--- src/sv/msd_pkg.sv ---
// Shared types and constants for the motion segment detector.
// No dependencies; imported by msd_sq_acc, msd_seg and the top level.
package msd_pkg;

    localparam int VEL_W    = 16;
    localparam int NORM_W   = 32;
    localparam int WIN_W    = 7;
    localparam int HOLD_W   = 16;
    localparam int MINSEG_W = 20;
    localparam int CFG_IDX_W = 3;
    localparam int CFG_DATA_W = 32;

    localparam logic [CFG_IDX_W-1:0] CFG_THRESH  = 3'd0;
    localparam logic [CFG_IDX_W-1:0] CFG_WINDOW  = 3'd1;
    localparam logic [CFG_IDX_W-1:0] CFG_HOLD    = 3'd2;
    localparam logic [CFG_IDX_W-1:0] CFG_MIN_SEG = 3'd3;

    // control beat from the sequencer to the flag/segment tracker
    typedef struct packed {
        logic step;   // produce a flag and advance the tracker
        logic raw;    // window max above threshold
        logic last;   // final sample of the trajectory
        logic clear;  // return tracker to start-of-stream
    } msd_ctl_t;

endpackage

--- src/sv/msd_ram.sv ---
// Generic single-write, single-read RAM with registered read data.
// No dependencies.
module msd_ram #(
    parameter int WIDTH = 32,
    parameter int DEPTH = 64
) (
    input  logic                     aclk,
    input  logic                     we,
    input  logic [$clog2(DEPTH)-1:0] waddr,
    input  logic [WIDTH-1:0]         wdata,
    input  logic [$clog2(DEPTH)-1:0] raddr,
    output logic [WIDTH-1:0]         rdata
);

    logic [WIDTH-1:0] mem [DEPTH];

    always_ff @(posedge aclk) begin
        if (we) begin
            mem[waddr] <= wdata;
        end
        rdata <= mem[raddr];
    end

endmodule

--- src/sv/msd_sq_acc.sv ---
// Iterative squared-norm unit: one 16x16 multiplier, three squares summed.
// Depends on msd_pkg.
module msd_sq_acc (
    input  logic                                aclk,
    input  logic                                aresetn,
    input  logic                                start,
    input  logic signed [msd_pkg::VEL_W-1:0]    vel_x,
    input  logic signed [msd_pkg::VEL_W-1:0]    vel_y,
    input  logic signed [msd_pkg::VEL_W-1:0]    vel_z,
    output logic                                done,
    output logic [msd_pkg::NORM_W-1:0]          norm_sq
);
    import msd_pkg::*;

    logic signed [VEL_W-1:0] x_reg, y_reg, z_reg;
    logic signed [VEL_W-1:0] op;
    logic signed [NORM_W-1:0] sq;
    logic [NORM_W-1:0] prod_reg, acc_reg;
    logic [1:0] step_reg;
    logic busy_reg, done_reg;

    always_comb begin
        unique case (step_reg)
            2'd0:    op = x_reg;
            2'd1:    op = y_reg;
            2'd2:    op = z_reg;
            default: op = '0;
        endcase
    end

    assign sq = NORM_W'(op) * NORM_W'(op);

    always_ff @(posedge aclk) begin
        if (!aresetn) begin
            busy_reg <= 1'b0;
            done_reg <= 1'b0;
            step_reg <= '0;
        end else begin
            done_reg <= 1'b0;
            if (start) begin
                busy_reg <= 1'b1;
                step_reg <= '0;
                acc_reg  <= '0;
                x_reg    <= vel_x;
                y_reg    <= vel_y;
                z_reg    <= vel_z;
            end else if (busy_reg) begin
                prod_reg <= sq;
                if (step_reg != 2'd0) begin
                    acc_reg <= acc_reg + prod_reg;
                end
                if (step_reg == 2'd3) begin
                    busy_reg <= 1'b0;
                    done_reg <= 1'b1;
                end
                step_reg <= step_reg + 2'd1;
            end
        end
    end

    assign done    = done_reg;
    assign norm_sq = acc_reg;

endmodule

--- src/sv/msd_seg.sv ---
// Moving-flag hold counter and segment run tracker, one step per flag.
// Depends on msd_pkg (msd_ctl_t, field widths).
module msd_seg #(
    parameter int INDEX_WIDTH = 20
) (
    input  logic                          aclk,
    input  logic                          aresetn,
    input  msd_pkg::msd_ctl_t             ctl,
    input  logic [msd_pkg::HOLD_W-1:0]    hold_length,
    input  logic [msd_pkg::MINSEG_W-1:0]  min_seg_len,
    output logic [INDEX_WIDTH-1:0]        sample_index,
    output logic                          moving,
    output logic                          seg_valid,
    output logic [INDEX_WIDTH-1:0]        seg_start,
    output logic [INDEX_WIDTH-1:0]        seg_length
);
    import msd_pkg::*;

    localparam logic [INDEX_WIDTH-1:0] IDX_MAX = {INDEX_WIDTH{1'b1}};

    logic [INDEX_WIDTH-1:0] flag_index_reg, run_start_reg, run_length_reg;
    logic [HOLD_W-1:0]      hold_count_reg;
    logic                   in_run_reg;

    logic [INDEX_WIDTH-1:0] len_eff, start_eff;
    logic                   in_run_eff, close;

    assign moving     = ctl.raw || (hold_count_reg != '0);
    assign in_run_eff = in_run_reg || moving;
    assign start_eff  = in_run_reg ? run_start_reg : flag_index_reg;

    always_comb begin
        if (!moving) begin
            len_eff = run_length_reg;
        end else if (!in_run_reg) begin
            len_eff = INDEX_WIDTH'(1);
        end else if (run_length_reg == IDX_MAX) begin
            len_eff = IDX_MAX;
        end else begin
            len_eff = run_length_reg + INDEX_WIDTH'(1);
        end
    end

    assign close        = in_run_eff && (!moving || ctl.last);
    assign seg_valid    = close && (64'(len_eff) > 64'(min_seg_len));
    assign seg_start    = seg_valid ? start_eff : '0;
    assign seg_length   = seg_valid ? len_eff : '0;
    assign sample_index = flag_index_reg;

    always_ff @(posedge aclk) begin
        if (!aresetn) begin
            flag_index_reg <= '0;
            hold_count_reg <= '0;
            in_run_reg     <= 1'b0;
            run_start_reg  <= '0;
            run_length_reg <= '0;
        end else if (ctl.clear || (ctl.step && ctl.last)) begin
            flag_index_reg <= '0;
            hold_count_reg <= '0;
            in_run_reg     <= 1'b0;
            run_start_reg  <= '0;
            run_length_reg <= '0;
        end else if (ctl.step) begin
            if (flag_index_reg != IDX_MAX) begin
                flag_index_reg <= flag_index_reg + INDEX_WIDTH'(1);
            end
            if (ctl.raw) begin
                hold_count_reg <= hold_length;
            end else if (hold_count_reg != '0) begin
                hold_count_reg <= hold_count_reg - HOLD_W'(1);
            end
            if (close) begin
                in_run_reg     <= 1'b0;
                run_start_reg  <= '0;
                run_length_reg <= '0;
            end else begin
                in_run_reg     <= in_run_eff;
                run_start_reg  <= in_run_eff ? start_eff : '0;
                run_length_reg <= len_eff;
            end
        end
    end

endmodule

--- src/sv/motion_segment_detector_unit.sv ---
// An accepted beat passes through S_NORM (squared norm), S_WRITE (ring write), S_SCAN
// (one ring read per window entry), S_DRAIN and S_FLAG (flag step) to its result beat.
// A new beat is taken only in S_IDLE, once the result of the last one has been loaded.
// A beat that does not fill the window ends after the ring write.
// Reset (aresetn, synchronous, active low) clears control state, configuration and counters;
// the norm ring is not cleared.
module motion_segment_detector_unit #(
    parameter int MAX_WINDOW  = 64,
    parameter int INDEX_WIDTH = 20
) (
    input  logic                                 aclk,
    input  logic                                 aresetn,
    input  logic                                 cfg_we,
    input  logic [msd_pkg::CFG_IDX_W-1:0]        cfg_index,
    input  logic [msd_pkg::CFG_DATA_W-1:0]       cfg_wdata,
    input  logic                                 s_valid,
    output logic                                 s_ready,
    input  logic signed [msd_pkg::VEL_W-1:0]     s_vel_x,
    input  logic signed [msd_pkg::VEL_W-1:0]     s_vel_y,
    input  logic signed [msd_pkg::VEL_W-1:0]     s_vel_z,
    input  logic                                 s_last,
    output logic                                 m_valid,
    input  logic                                 m_ready,
    output logic [INDEX_WIDTH-1:0]               m_sample_index,
    output logic                                 m_moving,
    output logic                                 m_segment_valid,
    output logic [INDEX_WIDTH-1:0]               m_segment_start,
    output logic [INDEX_WIDTH-1:0]               m_segment_length,
    output logic                                 m_final_res
);
    import msd_pkg::*;

    localparam int PTR_W = $clog2(MAX_WINDOW);
    localparam int CNT_W = $clog2(MAX_WINDOW + 1);
    localparam logic [PTR_W-1:0] PTR_LAST = PTR_W'(MAX_WINDOW - 1);
    localparam logic [CNT_W-1:0] CNT_FULL = CNT_W'(MAX_WINDOW);

    typedef enum logic [2:0] {
        S_IDLE, S_NORM, S_WRITE, S_SCAN, S_DRAIN, S_FLAG
    } state_t;

    state_t state_reg;

    logic [NORM_W-1:0]   thresh_reg;
    logic [WIN_W-1:0]    window_reg;
    logic [HOLD_W-1:0]   hold_len_reg;
    logic [MINSEG_W-1:0] min_seg_reg;

    logic [PTR_W-1:0] wr_ptr_reg, rd_ptr_reg;
    logic [CNT_W-1:0] fill_reg, fill_next, issue_cnt_reg, win_eff;
    logic             last_reg, scan_vld_reg;
    logic [NORM_W-1:0] max_reg;

    logic              accept, sq_done, out_load;
    logic [NORM_W-1:0] norm_sq, ram_q;

    msd_ctl_t               ctl;
    logic [INDEX_WIDTH-1:0] seg_idx, seg_start, seg_len;
    logic                   seg_moving, seg_valid;

    assign accept  = s_valid && s_ready;
    assign s_ready = (state_reg == S_IDLE);

    always_comb begin
        if (window_reg == '0) begin
            win_eff = CNT_W'(1);
        end else if (32'(window_reg) > 32'(MAX_WINDOW)) begin
            win_eff = CNT_FULL;
        end else begin
            win_eff = CNT_W'(window_reg);
        end
    end

    assign fill_next = (fill_reg < CNT_FULL) ? fill_reg + CNT_W'(1) : fill_reg;
    assign out_load  = (state_reg == S_FLAG) && (!m_valid || m_ready);

    assign ctl.step  = out_load;
    assign ctl.raw   = max_reg > thresh_reg;
    assign ctl.last  = last_reg;
    assign ctl.clear = (state_reg == S_WRITE) && last_reg && (fill_next < win_eff);

    msd_sq_acc u_sq (
        .aclk    (aclk),
        .aresetn (aresetn),
        .start   (accept),
        .vel_x   (s_vel_x),
        .vel_y   (s_vel_y),
        .vel_z   (s_vel_z),
        .done    (sq_done),
        .norm_sq (norm_sq)
    );

    msd_ram #(.WIDTH(NORM_W), .DEPTH(MAX_WINDOW)) u_ring (
        .aclk  (aclk),
        .we    (state_reg == S_WRITE),
        .waddr (wr_ptr_reg),
        .wdata (norm_sq),
        .raddr (rd_ptr_reg),
        .rdata (ram_q)
    );

    msd_seg #(.INDEX_WIDTH(INDEX_WIDTH)) u_seg (
        .aclk         (aclk),
        .aresetn      (aresetn),
        .ctl          (ctl),
        .hold_length  (hold_len_reg),
        .min_seg_len  (min_seg_reg),
        .sample_index (seg_idx),
        .moving       (seg_moving),
        .seg_valid    (seg_valid),
        .seg_start    (seg_start),
        .seg_length   (seg_len)
    );

    always_ff @(posedge aclk) begin
        if (!aresetn) begin
            thresh_reg   <= '0;
            window_reg   <= WIN_W'(1);
            hold_len_reg <= '0;
            min_seg_reg  <= '0;
        end else if (cfg_we) begin
            unique case (cfg_index)
                CFG_THRESH:  thresh_reg   <= cfg_wdata[NORM_W-1:0];
                CFG_WINDOW:  window_reg   <= cfg_wdata[WIN_W-1:0];
                CFG_HOLD:    hold_len_reg <= cfg_wdata[HOLD_W-1:0];
                CFG_MIN_SEG: min_seg_reg  <= cfg_wdata[MINSEG_W-1:0];
                default: ;
            endcase
        end
    end

    always_ff @(posedge aclk) begin
        if (!aresetn) begin
            state_reg     <= S_IDLE;
            wr_ptr_reg    <= '0;
            rd_ptr_reg    <= '0;
            fill_reg      <= '0;
            issue_cnt_reg <= '0;
            scan_vld_reg  <= 1'b0;
            last_reg      <= 1'b0;
            m_valid       <= 1'b0;
        end else begin
            scan_vld_reg <= (state_reg == S_SCAN);
            if (scan_vld_reg && (ram_q > max_reg)) begin
                max_reg <= ram_q;
            end
            if (m_valid && m_ready && !out_load) begin
                m_valid <= 1'b0;
            end
            unique case (state_reg)
                S_IDLE: begin
                    if (accept) begin
                        last_reg  <= s_last;
                        state_reg <= S_NORM;
                    end
                end
                S_NORM: begin
                    if (sq_done) begin
                        state_reg <= S_WRITE;
                    end
                end
                S_WRITE: begin
                    rd_ptr_reg    <= wr_ptr_reg;
                    issue_cnt_reg <= '0;
                    max_reg       <= '0;
                    if (fill_next < win_eff) begin
                        state_reg <= S_IDLE;
                        if (last_reg) begin
                            fill_reg   <= '0;
                            wr_ptr_reg <= '0;
                        end else begin
                            fill_reg   <= fill_next;
                            wr_ptr_reg <= (wr_ptr_reg == PTR_LAST) ? '0
                                                                   : wr_ptr_reg + PTR_W'(1);
                        end
                    end else begin
                        fill_reg   <= fill_next;
                        wr_ptr_reg <= (wr_ptr_reg == PTR_LAST) ? '0 : wr_ptr_reg + PTR_W'(1);
                        state_reg  <= S_SCAN;
                    end
                end
                S_SCAN: begin
                    rd_ptr_reg    <= (rd_ptr_reg == '0) ? PTR_LAST : rd_ptr_reg - PTR_W'(1);
                    issue_cnt_reg <= issue_cnt_reg + CNT_W'(1);
                    if (issue_cnt_reg == win_eff - CNT_W'(1)) begin
                        state_reg <= S_DRAIN;
                    end
                end
                S_DRAIN: begin
                    state_reg <= S_FLAG;
                end
                S_FLAG: begin
                    if (out_load) begin
                        m_valid          <= 1'b1;
                        m_sample_index   <= seg_idx;
                        m_moving         <= seg_moving;
                        m_segment_valid  <= seg_valid;
                        m_segment_start  <= seg_start;
                        m_segment_length <= seg_len;
                        m_final_res      <= last_reg;
                        state_reg        <= S_IDLE;
                        if (last_reg) begin
                            fill_reg   <= '0;
                            wr_ptr_reg <= '0;
                        end
                    end
                end
                default: state_reg <= S_IDLE;
            endcase
        end
    end

`ifndef SYNTHESIS
    a_busy_after_accept: assert property (@(posedge aclk) disable iff (!aresetn)
        accept |=> !s_ready)
        else $error("input taken while busy");

    a_result_from_flag: assert property (@(posedge aclk) disable iff (!aresetn)
        $rose(m_valid) |-> $past(state_reg == S_FLAG))
        else $error("result beat outside flag step");

    a_scan_bound: assert property (@(posedge aclk) disable iff (!aresetn)
        (state_reg == S_SCAN) |-> (issue_cnt_reg < win_eff))
        else $error("ring scan past window");

    a_norm_done: assert property (@(posedge aclk) disable iff (!aresetn)
        sq_done |-> (state_reg == S_NORM))
        else $error("norm done outside norm step");

    a_fill_bound: assert property (@(posedge aclk) disable iff (!aresetn)
        fill_reg <= CNT_FULL)
        else $error("fill count overflow");
`endif

endmodule
--- config.mk ---
export PLATFORM = sky130hd
export DESIGN_NAME = motion_segment_detector_unit
export DESIGN_NICKNAME = d
export VERILOG_FILES = /design/src/sv/msd_pkg.sv /design/src/sv/msd_ram.sv /design/src/sv/msd_sq_acc.sv /design/src/sv/msd_seg.sv /design/src/sv/motion_segment_detector_unit.sv
export SDC_FILE = /design/constraint.sdc
export NUM_CORES = 2
export LEC_CHECK = 0
export BUFFER_PORTS_ARGS = -buffer_cell sky130_fd_sc_hd__buf_4
export CAP_MARGIN = 20
export CORE_MARGIN = 3
export CORE_UTILIZATION = 30
export DETAILED_ROUTE_END_ITERATION = 8
export SYNTH_ARGS = -nofsm -noshare
export SYNTH_HDL_FRONTEND = slang
export SYNTH_SLANG_ARGS = --single-unit
--- constraint.sdc ---
create_clock -name aclk -period 21.6 [get_ports aclk]
set_clock_uncertainty 0.15 [all_clocks]
set_input_delay 2.16 -clock aclk [delete_from_list [all_inputs] [get_ports aclk]]
set_output_delay 2.16 -clock aclk [all_outputs]
set_load 0.02 [all_outputs]
# == Word-level counts from Yosys, hierarchy flattened ==
# Memory sizes are Yosys's and may differ from the RTL's. A register that Yosys moved wholly into a read port is not among the register bits.
# Index checks and enable logic that the tools add are counted.
# op_classes
add_sub_neg,10
n_mul,1
n_lt_le_gt_ge,6
eq_ne,20
muxes,46
bitwise,3
reduce_logical,48
# ops
operator,n
20-bit 2-to-1 mux,7
32-bit 2-to-1 mux,3
32-bit greater-than comparator,2
7-bit 2-to-1 mux,7
16-bit case mux with 3 select lines,1
20-bit by 1-bit adder with 20-bit output (second input constant),2
6-bit 2-to-1 mux,6
32-bit adder,1
16-bit by 16-bit multiplier with 32-bit output,1
16-bit 2-to-1 mux,2
7-bit case mux with 2 select lines,2
6-bit case mux with 2 select lines,2
20-bit equality test (second input constant),1
20-bit greater-than comparator,1
20-bit != test (second input constant),1
3-bit case mux with 6 select lines,1
2-bit AND reduction,9
16-bit nonzero test,1
16-bit by 1-bit subtractor with 16-bit output (second input constant),1
7-bit by 1-bit adder with 7-bit output (second input constant),2
2-bit nonzero test,7
3-bit by 2-bit equality test with 1-bit output (second input constant),4
3-bit 2-to-1 mux,4
3-bit AND reduction,4
28 further kinds,62
# word_totals
ff_bits,395
mem_bits_rw,2048
in_bits,89
elab_cells,167
mem_count,1
# memory_table
name,depth,width,rd,rd_ports_with_merged_regs,wr,line,source
u_ring.mem,64,32,1,1,1,msd_ram.sv:15,logic [WIDTH-1:0] mem [DEPTH];

# == Longest topological paths before layout ==
# depth
ltp_word,8
depth_mapped,32
mapped_depth_nobuf,30

# == Hierarchy ==
# From an unflattened synthesis, not the netlist that was laid out.
# hier_totals
cells_unflattened,6376
hier_area_um2,107510.6
# by_module_without_submodules
module,n_inst,cells_each,area_each_um2,seq_area_each_um2
msd_ram,1,3323,78510.3,62139.6
msd_sq_acc,1,1417,14307.5,3413.3
motion_segment_detector_unit,1,981,9587.9,4994.8
msd_seg,1,655,5104.9,1541.5

# == Least setup slack after synthesis ==
# No wires, ideal clock.
# synth_path
path_type,register to register
start,register u_sq.step_reg[0]
end,"register u_sq.prod_reg[30], data pin"
setup_ns,0.258
arrival_time_ns,7.668
required_ns,21.192
path_slack_ns,13.524
path_stages_with_launch,29
n_path_buf,3
cell_sequence,dfxtp_1 > inv_1 > ha_1 > clkbuf_1 > clkbuf_1 > a222oi_1 > or2_2 > clkbuf_1 > inv_1 > nand2_1 > fa_1 > fa_1 > fa_1 > inv_1 > fa_1 > fa_1 > inv_1 > fa_1 > inv_1 > ha_1 > and4_1 > a21oi_1 > or4b_2 > o21ai_1 > o21ai_1 > a2111oi_0 > o21bai_1 > a21oi_1 > xnor2_1
# synth_via
elab_chain_cells,3
word_cells_on_any_way,5
# synth_lines
element,line,source
"start, declared",msd_sq_acc.sv:19,logic [1:0] step_reg;
"start signal, assigned",msd_sq_acc.sv:56,step_reg <= step_reg + 2'd1;
2-bit equality test (tied with other cells),msd_sq_acc.sv:23,unique case (step_reg)
16-bit case mux with 3 select lines (*),msd_sq_acc.sv:23,
16-bit by 16-bit multiplier with 32-bit output (*),msd_sq_acc.sv:31,assign sq = NORM_W'(op) * NORM_W'(op);
via u_sq.sq[30],msd_sq_acc.sv:17,logic signed [NORM_W-1:0] sq;
"end signal, assigned",msd_sq_acc.sv:48,prod_reg <= sq;
"end, declared",msd_sq_acc.sv:18,"logic [NORM_W-1:0] prod_reg, acc_reg;"
# The timed path passes the listed nets; every way through them passes the cells marked *.
# A chain may end at the register's enable or synchronous reset.

# == Worst setup path after layout ==
# Same ends and word-level chain as after synthesis.

==> flow_results.org <==
** Global route
- Entering global routing, the biggest net connects between 100 and 150 pins.
- Across every metal layer, demand over resource in global routing totals 0.138.
- Summed over all layers, the global routing overflow is 0.
- Initial antenna violation count :: 16
- The number of global-route vias before repair came to 57,052.
- The first global-routing pass estimated 379 mm of wire.

** Synthesis
- The most used flip-flop cell after synthesis is sky130_fd_sc_hd__edfxtp_1.
- Number of warnings issued by yosys :: 0
- Post-synthesis register bit count :: 2,474
- The mapped netlist covers 0.107 sq mm.
- Number of nets produced by synthesis :: 6,522
- The synthesized design contains roughly 2,300 enable-type register cells.
- In this run, distinct cell masters in the synthesized netlist total 79.
- Sequential element share of the synthesized area :: 0.674
- Synthesis handed over a netlist of 5,978 instances.
- Averaged over all synthesized cells, the footprint is 17.9 sq um.
- Proportion of register bits with asynchronous set or reset after synthesis :: 0

** Die
- Number of placement rows :: 218
- Width of the chip :: between 600 and 700 um
- Count of boundary I/O pins :: 154
- Vertical die dimension :: approximately 600 um
- Area of the core :: 0.354 sq mm
- Die Footprint :: between 0.3 and 0.4 sq mm
- For this configuration, the core starts out at a cell density of 0.302.

** Clocking
- Clock Root Buffer :: sky130_fd_sc_hd__clkbuf_16
- Clock-pin slew was measured on the worst setup and hold paths at 0.06 ns.
- The longest clock path from root to sink contains 4 buffers.
- Hold buffer count at cts :: 0
- Total CTS buffers :: 267
- Clock latency on the worst-skew pair, taken at its later pin, is 0.83 ns.
- The H-tree generated during clock tree synthesis spans 5 levels.
- In this run the post-CTS setup repair buffer count came out at 0.
- Gates resized during post-CTS repair numbered 0.
- TritonCTS built the clock tree.
- Clock tree synthesis found a total of 2,474 sinks.

** STA
- Setup total negative slack on the finished layout was measured at 0 ns.
- Max-slew violations :: 0
- Setup repair after global routing left no endpoint under its margin.
- Remaining max-slew budget at the tightest pin :: 0.188
- In the post-route analysis, the smallest setup slack over all paths is 12.31 ns.
- Endpoints failing setup :: 0
- The final count of hold timing violations was 0.
- The clock period could shrink to 9.29 ns.
- Maximum clock frequency :: 108 MHz
- Measured slew at the worst slew-check pin :: 1.22 ns
- Of the available clock period, the critical path in the final layout requires 0.430.

** Drt
- After detailed routing, the average wire length per cell comes to 22.8 um.
- Final Routed Wirelength :: about 260 mm
- Using the TritonRoute via totals, the vias-per-cell ratio works out to 4.91.
- In this run the top signal layer used is met5.
- For this block, wires on met1 add up to 109 mm.
- Iteration-0 DRC Markers :: 5,034
- Final ANT Viol Nets :: 0
- Summed over all nets, wire length on met3 after detailed routing comes to 16.1 mm.
- In the detailed route, the total length drawn on met2 is about 120 mm.
- Across all layers, the routed design uses 55,071 vias.
- The first TritonRoute pass finished after 8 iterations.
- Drc violations :: 0

** Layout
- Max reg flops :: roughly 2,000
- In the final layout, the share of cells above drive strength 1 is 0.226.
- Layout net count :: 6,831
- The register with the most flip-flops in the final layout is u_ring.mem.
- Utilization of the core after routing :: 0.348
- From synthesis to final layout, the design area changed by 15.2%.

** Critical path
- Reg-to-reg critical path endpoint :: u_sq.prod_reg[30]$_DFFE_PP_
- The worst setup path is launched from a flip-flop.
- Measured in cells, the most critical reg-to-reg path has a length of 25.
- The worst setup path is of the reg2reg kind.
- Source of the critical timing path :: u_sq.step_reg[0]$_SDFFE_PP0P_
- Setup slack, reg-to-reg :: about 12 ns
- Worst-path maximum fanout :: 17
- For the worst setup path, the data required time is roughly 22 ns.
- The worst register-to-register path begins at u_sq.step_reg[0]$_SDFFE_PP0P_.
- For the worst setup path, the data arrival time is 9.68 ns.
- Kind of end point of the critical path :: flip-flop

** Placed design
- Number of buffers inserted by port buffering :: 153
- HPWL reported at the end of detailed placement :: 156 mm
- Timing analysis after detailed placement gives a worst setup slack of 12.42 ns.
- At the end of routability-driven placement, the weighted congestion stood at 0.853.

** Run status
- Run status :: completed

** Pwr
- For this design the ratio of total power to cell area is 125 mW/mm^2.
- Worst-case vdd ir drop :: approximately 0.33 mV
- The analysis attributes to cell leakage a power of around 40 nW.

** Worst hold path
- The min-delay analysis places its worst path in the category reg2reg.
- Hold path start :: thresh_reg[20]$_SDFFE_PN0P_
- The worst hold path terminates at thresh_reg[20]$_SDFFE_PN0P_.
- Instance count along the most critical hold path :: 2

** Flow run
- The tool flagged a number of max-cap violations equal to 0.
Yosys cell counts (all sizes together), types with 5 or more instances:
master | count | area [sq um]
edfxtp | 2254 | 67700
mux4 | 672 | 15100
inv | 428 | 1610
nand2 | 342 | 1280
nor2 | 272 | 1020
fa | 233 | 4660
ha | 222 | 2780
dfxtp | 220 | 4400
clkbuf | 216 | 811
a21oi | 129 | 646
a21boi | 84 | 631
o21ai | 84 | 420
a21o | 62 | 465
and2 | 58 | 363
xnor2 | 55 | 482
buf | 52 | 213
nand3 | 43 | 215
nor3 | 39 | 200
nand2b | 38 | 238
xor2 | 38 | 333
a211oi | 37 | 278
a22o | 37 | 324
mux2i | 35 | 350
nor2b | 31 | 194
a31oi | 30 | 188
nand4 | 29 | 181
or3 | 29 | 186
a22oi | 21 | 158
and3 | 21 | 131
o21a | 20 | 150
nor4 | 15 | 93.8
or2 | 15 | 93.8
o211ai | 9 | 67.6
o31ai | 8 | 60.1
a31o | 7 | 61.3
mux2 | 7 | 78.8
nand3b | 7 | 52.6
o21bai | 7 | 52.6
a222oi | 6 | 60.1
o221ai | 6 | 52.6
o2111ai | 5 | 43.8
layer usage:
metal | vias to the layer above | GRT usage
met5 | - | 0
met4 | 4 | 0.0343
met2 | 1839 | 0.229
met1 | 28929 | 0.188
li1 | 23908 | -
met3 | 391 | 0.0219
kinds of logic after synthesis:
family	synth area share
multiplexers	0.146
AO/OA/AOI/OAI	0.0370
adder cells (fa/ha/maj)	0.0696
AND/OR/NAND/NOR	0.0415
flip-flops	0.674
buffers and inverters	0.0247
XOR/XNOR	0.00762
cells in the final DEF (no fill, tap or decap), drive strengths merged, types with 220 or more instances in the layout:
cell type and count:
dfxtp 220, mux4 672, edfxtp 2254, nor2 272, ha 222, clkbuf 334
fa 233, nand2 342, inv 436, buf 308
worst max-delay path by stage:
stage	end	slack, ns	cells after the start
floorplan	u_sq.prod_reg[30]$_DFFE_PP_	13.52	28
global placement	u_sq.prod_reg[30]$_DFFE_PP_	12.58	25
detailed placement	u_sq.prod_reg[30]$_DFFE_PP_	12.42	25
CTS	u_sq.prod_reg[30]$_DFFE_PP_	12.43	25
global route	u_sq.prod_reg[30]$_DFFE_PP_	11.86	25
finish	u_sq.prod_reg[30]$_DFFE_PP_	12.31	25
cell type report:
cell class	instances	area, sq um
Clock buffer	334	7200
Inverter	430	1610
Timing Repair Buffer	308	2410
Tap cell	4730	5920
Antenna cell	8	20.0
Fill cell	32993	231000
Multi-Input combinational cell	2806	32800
Clock inverter	126	1180
Sequential cell	2474	72100
worst max-delay path, stage by stage, from the launching register on:
cell                        delay [ns]
sky130_fd_sc_hd__dfxtp_1          0.40
sky130_fd_sc_hd__inv_1            0.09
sky130_fd_sc_hd__ha_1             0.41
sky130_fd_sc_hd__a222oi_1         1.12
sky130_fd_sc_hd__or2_2            0.33
sky130_fd_sc_hd__inv_1            0.17
sky130_fd_sc_hd__nand2_1          0.19
sky130_fd_sc_hd__fa_1             0.47
sky130_fd_sc_hd__fa_1             0.51
sky130_fd_sc_hd__fa_1             0.51
sky130_fd_sc_hd__inv_1            0.05
sky130_fd_sc_hd__fa_1             0.49
sky130_fd_sc_hd__fa_1             0.50
sky130_fd_sc_hd__inv_1            0.05
sky130_fd_sc_hd__fa_1             0.47
sky130_fd_sc_hd__inv_1            0.04
sky130_fd_sc_hd__ha_1             0.34
sky130_fd_sc_hd__and4_1           0.24
sky130_fd_sc_hd__a21oi_1          0.17
sky130_fd_sc_hd__or4b_2           0.60
sky130_fd_sc_hd__o21ai_1          0.44
sky130_fd_sc_hd__o21ai_1          0.29
sky130_fd_sc_hd__a2111oi_0        0.58
sky130_fd_sc_hd__o21bai_1         0.14
sky130_fd_sc_hd__a21oi_1          0.19
sky130_fd_sc_hd__xnor2_1          0.08
where the power goes:
group          leakage (nW)  internal (mW)  switching (mW)
clock network          4.09           2.60            1.82
registers              22.1           5.71          0.0249
logic                  13.8           2.14            3.07
total                  40.0           10.5            4.91
per-stage QoR:
step | power (mW) | cell area, sq um | cells | hold slack (ns)
after floorplan | 9.74 | 107000 | 5978 | 0.256
after global placement | 10.9 | 115000 | 10742 | 0.302
after detailed placement | 11.1 | 115000 | 10744 | 0.308
after CTS | 15.5 | 123000 | 11204 | 0.315
after global routing | 16.4 | 123000 | 11208 | 0.339
final | 15.4 | 123000 | 11216 | 0.314
No activity file was read; power rests on OpenSTA's default activity.
